### config.mk
export PLATFORM = sky130hd
export DESIGN_NAME = least_remaining_work_dispatcher_top
export DESIGN_NICKNAME = d
export VERILOG_FILES = /design/src/design/lrwd_pkg.sv /design/src/design/lrwd_ram.sv /design/src/design/least_remaining_work_dispatcher_top.sv
export SDC_FILE = /design/constraint.sdc
export NUM_CORES = 1
export LEC_CHECK = 0
export ABC_AREA = 1
export ABC_CLOCK_PERIOD_IN_PS = 4200
export BUFFER_PORTS_ARGS = -buffer_cell sky130_fd_sc_hd__buf_4
export CAP_MARGIN = 20
export CORE_MARGIN = 1
export CORE_UTILIZATION = 45
export DETAILED_ROUTE_END_ITERATION = 8
export PLACE_DENSITY = 0.71
export REMOVE_ABC_BUFFERS = 1
export SKIP_CTS_REPAIR_TIMING = 1
export SYNTH_ARGS = -nofsm -noshare
export SYNTH_HDL_FRONTEND = slang
export SYNTH_HIERARCHICAL = 1
export SYNTH_SLANG_ARGS = --single-unit
### constraint.sdc
create_clock -name aclk -period 4.2 [get_ports aclk]
set_input_delay 0.42 -clock aclk [delete_from_list [all_inputs] [get_ports aclk]]
set_output_delay 0.42 -clock aclk [all_outputs]
set_load 0.1 [all_outputs]
### src/design/lrwd_pkg.sv
// lrwd_pkg: shared types, codes and helpers for the least remaining work dispatcher
// depends on nothing; imported by the dispatcher top level
`default_nettype none

package lrwd_pkg;

    localparam int DAY_W    = 32;
    localparam int JOB_W    = 16;
    localparam int DUR_W    = 16;
    localparam int WORKER_W = 5;
    localparam int CFG_W    = 5;

    typedef logic [DAY_W-1:0]    day_t;
    typedef logic [JOB_W-1:0]    job_t;
    typedef logic [DUR_W-1:0]    dur_t;
    typedef logic [WORKER_W-1:0] worker_t;
    typedef logic [CFG_W-1:0]    cfg_t;

    // opcodes of an input transaction
    localparam logic OP_SUBMIT = 1'b0;
    localparam logic OP_FINISH = 1'b1;

    // kinds of an output transaction
    localparam logic KIND_ASSIGN = 1'b0;
    localparam logic KIND_TOTAL  = 1'b1;

    localparam cfg_t CFG_RESET = 5'd16;

    // sequencer states
    typedef enum logic [2:0] {
        ST_IDLE,
        ST_SCAN,
        ST_SCAN_END,
        ST_UPDATE,
        ST_UPDATE_END,
        ST_DONE
    } lrwd_state_t;

    // saturating day advance
    function automatic day_t day_add(input day_t a, input dur_t b);
        logic [DAY_W:0] s;
        s = {1'b0, a} + {{(DAY_W - DUR_W + 1){1'b0}}, b};
        return s[DAY_W] ? {DAY_W{1'b1}} : s[DAY_W-1:0];
    endfunction

endpackage

`default_nettype wire

### src/design/lrwd_ram.sv
// lrwd_ram: generic simple dual-port ram, one write and one registered read port
// no dependencies
`default_nettype none

module lrwd_ram #(
    parameter int WIDTH = 16,
    parameter int DEPTH = 16
) (
    input  wire logic                                        clk,
    input  wire logic                                        we,
    input  wire logic [((DEPTH > 1) ? $clog2(DEPTH) : 1)-1:0] waddr,
    input  wire logic [WIDTH-1:0]                            wdata,
    input  wire logic                                        re,
    input  wire logic [((DEPTH > 1) ? $clog2(DEPTH) : 1)-1:0] raddr,
    output logic      [WIDTH-1:0]                            rdata
);

    logic [WIDTH-1:0] mem [DEPTH];

    // write port
    always_ff @(posedge clk) begin
        if (we) begin
            mem[waddr] <= wdata;
        end
    end

    // registered read port
    always_ff @(posedge clk) begin
        if (re) begin
            rdata <= mem[raddr];
        end
    end

endmodule

`default_nettype wire

### src/design/least_remaining_work_dispatcher_top.sv
// a submit scans the active workers in order and stops at the first idle one; with all n
// workers busy it scans all n, then updates all MAX_WORKERS entries of the work memory;
// a finish scans all MAX_WORKERS entries. the sequencer returns to idle, ready for the
// next transaction, as the result loads. a scan reads the work memory once per cycle.
// reset clears busy bits, day counter and sequencer and sets the worker count to 16;
// memory contents are not cleared, an entry only counts once its busy bit is set.
// depends on lrwd_pkg and lrwd_ram
`default_nettype none

module least_remaining_work_dispatcher_top #(
    parameter int MAX_WORKERS = 16
) (
    input  wire logic              aclk,
    input  wire logic              aresetn,
    // configuration
    input  wire logic              cfg_we,
    input  wire lrwd_pkg::cfg_t    cfg_wdata,
    // input channel
    input  wire logic              s_valid,
    output logic                   s_ready,
    input  wire logic              s_opcode,
    input  wire lrwd_pkg::job_t    s_job_id,
    input  wire lrwd_pkg::dur_t    s_job_duration,
    // result channel
    output logic                   m_valid,
    input  wire logic              m_ready,
    output logic                   m_result_kind,
    output lrwd_pkg::job_t         m_assigned_job,
    output lrwd_pkg::worker_t      m_assigned_worker,
    output lrwd_pkg::day_t         m_day
);

    import lrwd_pkg::*;

    localparam int IDX_W = (MAX_WORKERS > 1) ? $clog2(MAX_WORKERS) : 1;
    localparam int CNT_W = $clog2(MAX_WORKERS + 1);
    localparam logic [IDX_W-1:0] IDX_LAST = IDX_W'(MAX_WORKERS - 1);

    lrwd_state_t            state_reg, state_next;
    cfg_t                   worker_count_reg;
    logic                   op_reg, op_next;
    job_t                   job_reg, job_next;
    dur_t                   dur_reg, dur_next;
    logic [IDX_W-1:0]       scan_idx_reg, scan_idx_next;
    logic                   pend_reg, pend_next;
    logic [IDX_W-1:0]       pend_idx_reg, pend_idx_next;
    logic [IDX_W-1:0]       pick_reg, pick_next;
    dur_t                   least_reg, least_next;
    dur_t                   most_reg, most_next;
    logic                   idle_found_reg, idle_found_next;
    logic [MAX_WORKERS-1:0] busy_reg, busy_next;
    day_t                   current_day_reg, current_day_next;

    logic                   m_valid_reg, m_valid_next;
    logic                   m_kind_reg, m_kind_next;
    job_t                   m_job_reg, m_job_next;
    worker_t                m_worker_reg, m_worker_next;
    day_t                   m_day_reg, m_day_next;

    logic [CNT_W-1:0]       n_active;
    logic [IDX_W-1:0]       scan_last;
    logic                   idx_is_idle;
    logic                   at_last;
    logic                   upd_last;
    logic                   out_free;
    logic                   out_load;
    day_t                   day_adv;

    logic                   rd_en;
    dur_t                   rd_data;
    logic                   ram_we;
    logic [IDX_W-1:0]       ram_waddr;
    dur_t                   ram_wdata;

    // remaining work per worker
    lrwd_ram #(
        .WIDTH (DUR_W),
        .DEPTH (MAX_WORKERS)
    ) u_work_ram (
        .clk   (aclk),
        .we    (ram_we),
        .waddr (ram_waddr),
        .wdata (ram_wdata),
        .re    (rd_en),
        .raddr (scan_idx_reg),
        .rdata (rd_data)
    );

    // workers in use, clamped to 1..MAX_WORKERS
    always_comb begin
        if (worker_count_reg == '0) begin
            n_active = CNT_W'(1);
        end else if (32'(worker_count_reg) > 32'(MAX_WORKERS)) begin
            n_active = CNT_W'(MAX_WORKERS);
        end else begin
            n_active = CNT_W'(worker_count_reg);
        end
    end

    assign scan_last   = (op_reg == OP_FINISH) ? IDX_LAST : IDX_W'(n_active - CNT_W'(1));
    assign idx_is_idle = !busy_reg[scan_idx_reg];
    assign at_last     = (scan_idx_reg == scan_last);
    assign upd_last    = (scan_idx_reg == IDX_LAST);
    assign out_free    = !m_valid_reg || m_ready;
    assign out_load    = (state_reg == ST_DONE) && out_free;
    assign day_adv     = day_add(current_day_reg, least_reg);

    // next state
    always_comb begin
        state_next = state_reg;
        unique case (state_reg)
            ST_IDLE: begin
                if (s_valid) begin
                    state_next = ST_SCAN;
                end
            end
            ST_SCAN: begin
                if (op_reg == OP_SUBMIT && idx_is_idle) begin
                    state_next = ST_DONE;
                end else if (at_last) begin
                    state_next = ST_SCAN_END;
                end
            end
            ST_SCAN_END: begin
                state_next = (op_reg == OP_FINISH) ? ST_DONE : ST_UPDATE;
            end
            ST_UPDATE: begin
                if (upd_last) begin
                    state_next = ST_UPDATE_END;
                end
            end
            ST_UPDATE_END: begin
                state_next = ST_DONE;
            end
            ST_DONE: begin
                if (out_free) begin
                    state_next = ST_IDLE;
                end
            end
            default: begin
                state_next = ST_IDLE;
            end
        endcase
    end

    // datapath and outputs
    always_comb begin
        s_ready          = (state_reg == ST_IDLE);
        op_next          = op_reg;
        job_next         = job_reg;
        dur_next         = dur_reg;
        scan_idx_next    = scan_idx_reg;
        pend_next        = 1'b0;
        pend_idx_next    = scan_idx_reg;
        pick_next        = pick_reg;
        least_next       = least_reg;
        most_next        = most_reg;
        idle_found_next  = idle_found_reg;
        busy_next        = busy_reg;
        current_day_next = current_day_reg;
        m_valid_next     = m_valid_reg && !m_ready;
        m_kind_next      = m_kind_reg;
        m_job_next       = m_job_reg;
        m_worker_next    = m_worker_reg;
        m_day_next       = m_day_reg;
        rd_en            = 1'b0;
        ram_we           = 1'b0;
        ram_waddr        = pend_idx_reg;
        ram_wdata        = '0;

        // read data of the previous cycle
        if (pend_reg) begin
            if (state_reg == ST_SCAN || state_reg == ST_SCAN_END) begin
                if (op_reg == OP_FINISH) begin
                    if (busy_reg[pend_idx_reg] && rd_data > most_reg) begin
                        most_next = rd_data;
                    end
                end else if (pend_idx_reg == '0 || rd_data < least_reg) begin
                    least_next = rd_data;
                    pick_next  = pend_idx_reg;
                end
            end else if (state_reg == ST_UPDATE || state_reg == ST_UPDATE_END) begin
                ram_we = busy_reg[pend_idx_reg];
                if (pend_idx_reg == pick_reg) begin
                    ram_wdata = dur_reg;
                end else begin
                    ram_wdata = (rd_data > least_reg) ? dur_t'(rd_data - least_reg) : '0;
                end
            end
        end

        unique case (state_reg)
            ST_IDLE: begin
                if (s_valid) begin
                    op_next         = s_opcode;
                    job_next        = s_job_id;
                    dur_next        = s_job_duration;
                    scan_idx_next   = '0;
                    idle_found_next = 1'b0;
                    most_next       = '0;
                    least_next      = '0;
                end
            end
            ST_SCAN: begin
                if (op_reg == OP_SUBMIT && idx_is_idle) begin
                    idle_found_next = 1'b1;
                    pick_next       = scan_idx_reg;
                end else begin
                    rd_en     = 1'b1;
                    pend_next = 1'b1;
                    if (!at_last) begin
                        scan_idx_next = scan_idx_reg + IDX_W'(1);
                    end
                end
            end
            ST_SCAN_END: begin
                scan_idx_next = '0;
            end
            ST_UPDATE: begin
                rd_en     = 1'b1;
                pend_next = 1'b1;
                if (!upd_last) begin
                    scan_idx_next = scan_idx_reg + IDX_W'(1);
                end
            end
            ST_UPDATE_END: begin
            end
            ST_DONE: begin
                if (out_free) begin
                    m_valid_next = 1'b1;
                    if (op_reg == OP_FINISH) begin
                        m_kind_next      = KIND_TOTAL;
                        m_job_next       = '0;
                        m_worker_next    = '0;
                        m_day_next       = day_add(current_day_reg, most_reg);
                        busy_next        = '0;
                        current_day_next = '0;
                    end else begin
                        m_kind_next   = KIND_ASSIGN;
                        m_job_next    = job_reg;
                        m_worker_next = worker_t'({1'b0, pick_reg} + (IDX_W + 1)'(1));
                        busy_next[pick_reg] = 1'b1;
                        if (idle_found_reg) begin
                            ram_we     = 1'b1;
                            ram_waddr  = pick_reg;
                            ram_wdata  = dur_reg;
                            m_day_next = current_day_reg;
                        end else begin
                            current_day_next = day_adv;
                            m_day_next       = day_adv;
                        end
                    end
                end
            end
            default: begin
            end
        endcase
    end

    // control registers
    always_ff @(posedge aclk) begin
        if (!aresetn) begin
            state_reg        <= ST_IDLE;
            worker_count_reg <= CFG_RESET;
            pend_reg         <= 1'b0;
            busy_reg         <= '0;
            current_day_reg  <= '0;
            m_valid_reg      <= 1'b0;
        end else begin
            state_reg       <= state_next;
            pend_reg        <= pend_next;
            busy_reg        <= busy_next;
            current_day_reg <= current_day_next;
            m_valid_reg     <= m_valid_next;
            if (cfg_we) begin
                worker_count_reg <= cfg_wdata;
            end
        end
    end

    // payload registers
    always_ff @(posedge aclk) begin
        op_reg         <= op_next;
        job_reg        <= job_next;
        dur_reg        <= dur_next;
        scan_idx_reg   <= scan_idx_next;
        pend_idx_reg   <= pend_idx_next;
        pick_reg       <= pick_next;
        least_reg      <= least_next;
        most_reg       <= most_next;
        idle_found_reg <= idle_found_next;
        m_kind_reg     <= m_kind_next;
        m_job_reg      <= m_job_next;
        m_worker_reg   <= m_worker_next;
        m_day_reg      <= m_day_next;
    end

    assign m_valid           = m_valid_reg;
    assign m_result_kind     = m_kind_reg;
    assign m_assigned_job    = m_job_reg;
    assign m_assigned_worker = m_worker_reg;
    assign m_day             = m_day_reg;

    // write-back never hits the entry being read
    assert property (@(posedge aclk) disable iff (!aresetn)
        (ram_we && rd_en) |-> (ram_waddr != scan_idx_reg))
        else $error("work memory write and read collide");

    // a finish transaction leaves the pool empty and the day at zero
    assert property (@(posedge aclk) disable iff (!aresetn)
        (out_load && op_reg == OP_FINISH) |=> (busy_reg == '0 && current_day_reg == '0))
        else $error("pool not cleared after finish");

    // the chosen worker is busy after an assignment
    assert property (@(posedge aclk) disable iff (!aresetn)
        (out_load && op_reg == OP_SUBMIT) |=> busy_reg[$past(pick_reg)])
        else $error("assigned worker not marked busy");

    // the day never moves backward within a batch
    assert property (@(posedge aclk) disable iff (!aresetn)
        (out_load && op_reg == OP_SUBMIT) |=> (current_day_reg >= $past(current_day_reg)))
        else $error("day counter went backward");

endmodule

`default_nettype wire
==> impl_results.md <==
- Status: complete, no violations
- Post-DP HPWL: a little over 40000 um
- Diode count: 0
- PwrDens: 594 nW/um2
- Max FFs per register: 256
- CP Buf/Inv Count: 3
- Register bit count reported by yosys: about 460
- TritonCTS clock tree: done
- Share of cells above drive strength 1: ~8.2%
- Remaining DRCs: 0
- Internal Power: 9.63 mW
- Wire per inst: around 17 um
- Fillers: ~4800
- Crit path capture type: flip-flop
- P_leak: 12.3 nW
- Sequential fraction of the synthesis area: between 50% and 60%
- Clock sinks: 462
- Total GRT Usage: between 20% and 30%
- Row Count: 84
- Die area: around 54000 um2
- Hold_ws: roughly 0.036 ns
- Headroom to the max-slew limit: 36.1%
- Clk Latency, worst-skew pair: about 0.61 ns
- Root buffer cell: clkbuf_16
- Fin nets: a little over 3000
- Post-route antenna net violation count: 0
- Clk_skew: roughly 0.028 ns
- Worst IR drop on VDD: around 400 uV
- Comb power frac: a little under two fifths
- Crit-path max cell delay: about 0.4 ns
- Syn avg cell area: about 8.5 um2
- I/O pins: between 90 and 100
- Starting Density: between 40% and 50%
- Largest net degree at the start of global routing: approximately 130
- Commonest non-fill, non-tap cell in the layout: nand2_1
- Fin. max-slew vios: 0
- CP Class: flip-flop to flip-flop
- Die Y: between 200 and 250 um
- Die W: roughly 230 um
- Crit path top cell by count: nand2_1
- Vias per cell: 5.31
- Area of the mapped netlist: 23900 um2
- DRT iter0 DRCs: between 1500 and 2000
- Min Tclk post-route: 3.22 ns
- Crit-path slowest cell: fa_1
- Synth top area cells: edfxtp_1 (46%), nand2_1 (13%), dfxtp_1 (8.2%)
- Detailed-route wire length: about 63000 um
- Worst Hold Launch: cfg_wdata[4]
- GP Congestion: 1.01
- I/O Buffers: 98
- HP Class: primary input to flip-flop
- Period utilisation layout: roughly three quarters
- Total Power: approximately 16 mW
- Vias in the first global route: 18400
- Clock Pin Slew Worst Setup and Hold Paths: about 0.06 ns
- RSZ-0062 raised after global routing: false
- Crit path max-delay family: simple AND/OR/NAND/NOR gates
- Vias: ~20000
- First-pass GRT wire length: about 100000 um
- CTS Buf Count: between 40 and 50
- Clock H-tree levels: 2
- Critical path peak fanout: 16
- Setup violations, final: 0
- Switch Pwr: 6.50 mW
- Core area: 52400 um2
- Syn-to-layout area delta: 13.9%
- Pin slew with the least headroom to its limit: 0.958 ns
- Worst-path cell chain: inv_1 -> ha_1 -> fa_1 -> inv_1 -> nand3_1 -> nand2_1 -> nand3_1 -> nand3_1 -> nand2_1 -> nand2_1 -> nand2_1 -> inv_1 -> nand3_1 -> nand2_1 -> nand2_1 -> nand2_1
- Cell taking the most area after synthesis: edfxtp_1
- Most frequent cells in the layout: nand2_1 (811), inv_1 (404), edfxtp_1 (364), nand3_1 (306), nor2_1 (218)
- Yosys warns: 6
- Reg power frac: 37.1%
- Cell count after synthesis: 2817
- Clk network pwr share: about a quarter
- Clock buffer depth: 3
- CP Launch Point: u_work_ram/rdata[0]
- Antenna violations before repair: 0
- Yosys cell types: 49
- Worst path arrival time: between 3 and 4 ns
- RR Startpoint: u_work_ram/rdata[0]
- GRT overflow: 0
- Sw frac: between 40% and 50%
- Pre-Repair DR Iteration Count: 6
- Crit path launch type: flip-flop
- Achievable Freq: ~310 MHz
- Final hold vios: 0
- Top cell type's share of synthesized area: a little under half
- Required time of the critical path: about 4.5 ns
- Max cap viols: 0
Yosys cell counts (all sizes together):
library cell and n:
nor3 18, ha 70, clkinv 2, and2 1, nand2 813, nor2 223
xor2 20, a221oi 1, o21a 2, a31oi 1, o21ai 147, dfxtp 98
fa 3, clkbuf 44, nand3 308, a21o 8, inv 414, o211ai 8
a21oi 138, or2 3, xnor2 18, o21bai 7, a211oi 1, or3 1
nand4 22, o31ai 2, o221ai 1, edfxtp 364, a21boi 3, buf 61
nand3b 6, nor4 9
worst reg2reg max path, cell delays in order (launching register included):
cell,delay (ns)
edfxtp_1,0.39
inv_1,0.09
ha_1,0.22
fa_1,0.41
inv_1,0.07
nand3_1,0.07
nand2_1,0.17
nand3_1,0.10
nand3_1,0.12
nand2_1,0.06
nand2_1,0.09
nand2_1,0.26
inv_1,0.30
nand3_1,0.12
nand2_1,0.07
nand2_1,0.04
nand2_1,0.36
per-stage QoR:
stage	util, %	setup slack, ns	area [um2]	std cells	TNS [ns]
after CTS	51.2	0.964	26900	3631	0
after floorplan	-	-2.22	23300	2712	-861.66
after detailed placement	48.3	0.990	25300	3543	0
final	51.8	0.983	27200	3663	0
after global routing	51.8	0.618	27200	3663	0
after global placement	48.2	1.11	25300	3542	0
layer usage:
layer / vias up / share of wire [%] / wire (um) / track usage [%]
li1: 9442 / - / - / -
met2: 768 / 47 / 29900 / 38.3
met4: 0 / 4.0 / 2550 / 10.6
met3: 173 / 7.5 / 4730 / 3.63
met1: 9057 / 41 / 25800 / 30.4
met5: - / 0 / 0 / 0
cell families (layout without fill, tap and decap cells):
| group | Yosys count | after routing | synth area share [%] |
|---|---|---|---|
| AOI/OAI and AO/OA | 319 | 319 | 7.16 |
| DFF | 462 | 462 | 54.0 |
| and+or+nand+nor | 1404 | 1404 | 24.7 |
| buffers and inverters | 521 | 679 | 8.81 |
| adders and majority gates | 73 | 73 | 3.92 |
| xor gates and xnor gates | 38 | 38 | 1.39 |
worst paths after layout:
| kind | endpoint | slack (ns) | cells past startpoint |
|---|---|---|---|
| worst max-delay path | u_work_ram/mem[13][13] | 0.98 | 16 |
| worst min-delay path | worker_count_reg[4] | 0.04 | 3 |
| worst max register to register | u_work_ram/mem[13][13] | 0.98 | 16 |
| worst min register to register | worker_count_reg[0] | 0.47 | 2 |
layout make-up:
type                            instances  area (um2)  area share, %
Sequential cell                       462       12900           47.4
Multi-Input combinational cell       1834        8890           32.7
Inverter                              416        1570           5.76
Timing Repair Buffer                  175        1430           5.25
Clock buffer                           64        1300           4.79
Tap cell                              688         861           3.17
Clock inverter                         24         244          0.898
power groups by stage:
stage                     Sequential (mW)  Combinational [mW]  Clock, mW
after global placement               6.07                5.73          0
after global routing                 6.04                6.56       4.45
after floorplan                      6.50                3.52          0
after detailed placement             6.07                5.81          0
final                                5.99                5.94       4.20
after CTS                            5.98                5.84       4.28
(Power assumes the default switching activity.)
